`config.mk`:
```
export PLATFORM = sky130hd
export DESIGN_NAME = cpp_ctrl
export DESIGN_NICKNAME = d
export VERILOG_FILES = /design/src/hdl/cpp_pkg.sv /design/src/hdl/cpp_ctrl.sv
export SDC_FILE = /design/constraint.sdc
export NUM_CORES = 1
export LEC_CHECK = 0
export ABC_AREA = 1
export ABC_CLOCK_PERIOD_IN_PS = 1500
export BUFFER_PORTS_ARGS = -buffer_cell sky130_fd_sc_hd__buf_2
export CORE_AREA = 10 10 47 49
export CTS_CLUSTER_DIAMETER = 40
export DETAILED_ROUTE_END_ITERATION = 10
export DIE_AREA = 0 0 57 59
export GPL_TIMING_DRIVEN = 1
export HOLD_SLACK_MARGIN = 0.15
export PLACE_DENSITY = 0.66
export SETUP_SLACK_MARGIN = 0.4
export SLEW_MARGIN = 20
export SYNTH_ARGS = -nofsm -noshare
export SYNTH_HDL_FRONTEND = slang
export SYNTH_SLANG_ARGS = --single-unit
```
`constraint.sdc`:
```
create_clock -name clk -period 1.5 [get_ports clk]
set_input_delay 0.15 -clock clk [delete_from_list [all_inputs] [get_ports clk]]
set_output_delay 0.15 -clock clk [all_outputs]
set_load 0.03 [all_outputs]
```
`src/hdl/cpp_pkg.sv`:
```
`default_nettype none
package cpp_pkg;
    localparam int COORD_BITS_DEF = 24;
    localparam int FRAC_BITS_DEF  = 8;
    localparam int T_BITS_DEF     = 16;

    typedef struct packed {
        logic load;
        logic seg;
        logic div_step;
        logic proj;
        logic dist_calc;
        logic cmp;
        logic emit;
        logic clear;
        logic commit_prev;
    } cpp_cmd_t;

    typedef struct packed {
        logic div_skip;
        logic div_done;
        logic first;
        logic last;
        logic have_prev;
    } cpp_status_t;
endpackage
`default_nettype wire

```
`src/hdl/cpp_ctrl.sv`:
```
`default_nettype none
module cpp_ctrl (
    input  wire logic clk,
    input  wire logic rst_n,
    input  wire logic in_valid,
    output logic in_ready,
    output logic out_valid,
    input  wire logic out_ready,
    input  wire cpp_pkg::cpp_status_t status,
    output cpp_pkg::cpp_cmd_t cmd
);
    import cpp_pkg::*;

    typedef enum logic [6:0] {
        S_IDLE = 7'b0000001,
        S_SEG  = 7'b0000010,
        S_DIV  = 7'b0000100,
        S_PROJ = 7'b0001000,
        S_DIST = 7'b0010000,
        S_CMP  = 7'b0100000,
        S_FIN  = 7'b1000000
    } state_t;

    state_t state_reg, state_next;
    logic out_valid_reg, out_valid_next;

    assign out_valid = out_valid_reg;
    assign in_ready = (state_reg == S_IDLE);

    always_comb
    begin
        state_next = state_reg;
        out_valid_next = out_valid_reg && !out_ready;
        cmd = '0;
        case (state_reg)
            S_IDLE:
            begin
                if (in_valid)
                begin
                    cmd.load = 1'b1;
                    state_next = S_SEG;
                end
            end
            S_SEG:
            begin
                if (status.first)
                    cmd.clear = 1'b1;
                if (status.have_prev && !status.first)
                begin
                    cmd.seg = 1'b1;
                    state_next = S_DIV;
                end
                else
                    state_next = S_FIN;
            end
            S_DIV:
            begin
                if (status.div_skip)
                    state_next = S_DIST;
                else
                begin
                    cmd.div_step = 1'b1;
                    if (status.div_done)
                        state_next = S_PROJ;
                end
            end
            S_PROJ:
            begin
                cmd.proj = 1'b1;
                state_next = S_DIST;
            end
            S_DIST:
            begin
                cmd.dist_calc = 1'b1;
                state_next = S_CMP;
            end
            S_CMP:
            begin
                cmd.cmp = 1'b1;
                state_next = S_FIN;
            end
            S_FIN:
            begin
                if (status.last)
                begin
                    if (!out_valid_reg || out_ready)
                    begin
                        cmd.emit = 1'b1;
                        cmd.commit_prev = 1'b1;
                        out_valid_next = 1'b1;
                        state_next = S_IDLE;
                    end
                end
                else
                begin
                    cmd.commit_prev = 1'b1;
                    state_next = S_IDLE;
                end
            end
            default:
                state_next = S_IDLE;
        endcase
    end

    always_ff @(posedge clk or negedge rst_n)
    begin
        if (!rst_n)
        begin
            state_reg <= S_IDLE;
            out_valid_reg <= 1'b0;
        end
        else
        begin
            state_reg <= state_next;
            out_valid_reg <= out_valid_next;
        end
    end
endmodule
`default_nettype wire

```
==> flow_metrics.tcl <==
set metrics [dict create \
    initial_core_util_pct 40.3 \
    critical_path_buf_inv_count 2 \
    worst_setup_hold_path_clk_slew_ns 0.06 \
    detail_route.drc_violations 0 \
    number_of_clock_sinks_seen_by_cts 8 \
    post-synth-top-area-fraction_pct 31.0 \
    fillers 104 \
    setup_repair_after_global_routing_missed_its_margin "yes" \
    violations "setup timing" \
    synthTopCellsByArea "sky130_fd_sc_hd__dfrtp_1, sky130_fd_sc_hd__nor2_1, sky130_fd_sc_hd__nor2_4" \
    clock_latency_ns 0.25 \
    worstSetupEndpoint "cmd[8]" \
    cp_cell_sequence "inv_2 > nor2_4 > nand3_4 > nor3_4 > buf_6" \
    vias 614 \
    number_of_endpoints_with_negative_hold_slack_in_the_final_report 0 \
    final_common_cell "sky130_fd_sc_hd__buf_6" \
    dr.pass1.iters 4 \
    post-route-util_pct 73.2 \
    ys_warn_count 0 \
    share_of_cells_above_drive_strength_1_pct 64.3 \
    tritoncts_clock_tree "yes" \
    global_routing_usage_summed_across_all_routing_layers_pct 10.4 \
    grt_pass1_vias 639 \
    cp-end-kind "primary output" \
    layout.cells.most_common_list "sky130_fd_sc_hd__buf_6, sky130_fd_sc_hd__nor2_1, sky130_fd_sc_hd__nor2_4, sky130_fd_sc_hd__nand2_1, sky130_fd_sc_hd__buf_2" \
    totalPowerFinal_mw 1.53 \
    timing.critical_path.fanout_max 5 \
    timing.final.ws_setup_ns -0.109 \
    max_cap_violations 0 \
    fp.coreArea_sq_um 1400 \
    drt_wl_total_mm 1.70 \
    relSlewSlack_pct 82.1 \
    final_net_count 125 \
    critical_path.top_delay_family "flip-flops" \
    finalCritPeriodShare_pct 107 \
    grt_first_pass_wirelength_mm 2.82 \
    timing.critical_path.depth 5 \
    finalWorstPathRequiredPeriod_ns 1.61 \
    place.gp.congestion 0.707 \
    hpwl_mm 1.17 \
    vdd_drop_max_v 0.00140 \
    finClkSkew_ns 0.00795 \
    edff_count_synth 0 \
    synthDistinctLibCells 18 \
    largest_register_ffs 7 \
    die_area_sq_um 3360 \
    crit_slowest_cell "sky130_fd_sc_hd__dfstp_2" \
    setup_viol_count_final 6 \
    grt_antenna_before_repair 0 \
    cts-buffers-inserted 3 \
    timing.setup.critical_path_class "reg2out" \
    postSynthCellCount 76 \
    drt_first_iter_violations 5 \
    synth.largest_area_cell "sky130_fd_sc_hd__dfrtp_1" \
    synthArstFlopShare_pct 100 \
    ant_nets 0 \
    global_route.overflow_total 0 \
    die_w_microns 57 \
    worstSetupStartpoint "state_reg[0]" \
    cpPeakStageDelay_ns 0.57 \
    total_leakage_power_nw 0.507 \
    postSynthRegisterBits 8 \
    die_h_microns 59 \
    drv_slew 0 \
    yosysSeqAreaShare_pct 35.7 \
    tightest_slew_ns 0.267 \
    r2r_setup_slk_ns 0.06 \
    worst_hold_path_type "in2reg" \
    synthesis.nets 85 \
    clk_path_buf_depth 2 \
    run_status "finished with violations" \
    syn_area_sq_um 564 \
    mean_instance_size_in_the_synthesized_netlist_sq_um 7.42 \
    reg2reg_depth 9 \
    placement.io_buffers 19 \
    post-place-ws_ns 0.0571 \
    core.rowCount 14 \
    rr_startpoint "state_reg[0]" \
    routedWlPerCell_microns 13.0 \
    setup.worst_path.start_class "flop" \
    grt_start_max_net_pins 9 \
    synth_flop_cell "sky130_fd_sc_hd__dfrtp_1" \
    root_buffer "sky130_fd_sc_hd__clkbuf_4" \
    insertedDiodeCount 0 \
    pwr_density_cell_nw_per_um2 1490 \
    critPathArrivalTime_ns 1.46 \
    fmaxAchievable_mhz 621 \
    io_pins 20 \
    area_delta_synth_final_pct 81.8 \
    routed_via_density 4.69 \
    cts.htree.levels 1 \
    timing.critical_path.required_ns 1.35 \
    worst_r2r_endpoint "state_reg[0]" \
]
worst register-to-register path: stages (launching register included):
cell and delay [ns]:
sky130_fd_sc_hd__dfstp_2 0.57, sky130_fd_sc_hd__inv_2 0.06, sky130_fd_sc_hd__nor2_4 0.09, sky130_fd_sc_hd__nand3_4 0.13, sky130_fd_sc_hd__nor2_4 0.15, sky130_fd_sc_hd__buf_6 0.11
sky130_fd_sc_hd__buf_6 0.10, sky130_fd_sc_hd__nor2_1 0.05, sky130_fd_sc_hd__nand2_1 0.06, sky130_fd_sc_hd__nand2_1 0.05
cell usage after synthesis (2+ instances only):
cell type,number
sky130_fd_sc_hd__nor2_1,14
sky130_fd_sc_hd__inv_1,11
sky130_fd_sc_hd__nand2_1,11
sky130_fd_sc_hd__dfrtp_1,7
sky130_fd_sc_hd__inv_2,6
sky130_fd_sc_hd__nor2_2,5
sky130_fd_sc_hd__nor2_4,4
sky130_fd_sc_hd__nand2_2,3
sky130_fd_sc_hd__nand3_1,3
sky130_fd_sc_hd__nor3_1,3
sky130_fd_sc_hd__nand3_2,2
layer usage:
layer,up-vias,share of wire [%],track usage [%]
met2,15,53,17.8
li1,310,-,-
met5,-,0,0
met3,4,3.7,1.72
met1,285,41,11.5
met4,0,2.4,7.05
per-stage QoR:
stage | hold WS [ns] | area, sq um | instances | setup TNS, ns
CTS | 0.177 | 967 | 127 | -0.269
global route | 0.178 | 1030 | 131 | -0.993
global placement | 0.00141 | 743 | 113 | 0
detailed placement | -0.000823 | 743 | 113 | 0
finish | 0.175 | 1030 | 131 | -0.257
floorplan | -0.146 | 613 | 76 | 0
area by class of cell:
cell class                      count  area (sq um)  share of cell area, %
Multi-Input combinational cell     51           400                   39.0
Timing Repair Buffer               35           305                   29.8
Sequential cell                     8           203                   19.8
Inverter                           17          71.3                   6.95
Clock buffer                        4          26.3                   2.56
Tap cell                           16          20.0                   1.95
cells by family after synthesis:
kind of cell,after synthesis,share of synthesized area [%]
simple gates,47,47.7
buf+inv,17,11.3
flops,8,35.7
compound gates,4,5.32
what timing repair did:
item                                    in CTS  in global routing
hold buffers                                 2                  0
endpoints found under the setup margin      16                 17
endpoints found under the hold margin        9                  0
buffers inserted                             8                  4
gates resized for setup                     34                  9
pin swaps                                    9                  8
power breakdown:
| part | total, mW | internal (mW) | switching [mW] |
|---|---|---|---|
| registers | 0.316 | 0.271 | 0.0448 |
| clock network | 0.178 | 0.102 | 0.0759 |
| logic | 1.03 | 0.445 | 0.586 |
| total | 1.53 | 0.819 | 0.707 |
worst min path at each step:
stage / slack [ns] / endpoint / cells past startpoint / from
final: 0.17 / out_valid / 3 / status[1]
after global routing: 0.18 / state_reg[2] / 2 / status[4]
after CTS: 0.18 / state_reg[2] / 2 / status[4]
after detailed placement: -0.0008 / state_reg[5] / 1 / rst_n
after global placement: 0.001 / out_valid / 1 / rst_n
after floorplan: -0.15 / out_valid / 0 / rst_n
No activity file was read; power rests on OpenSTA's default activity.
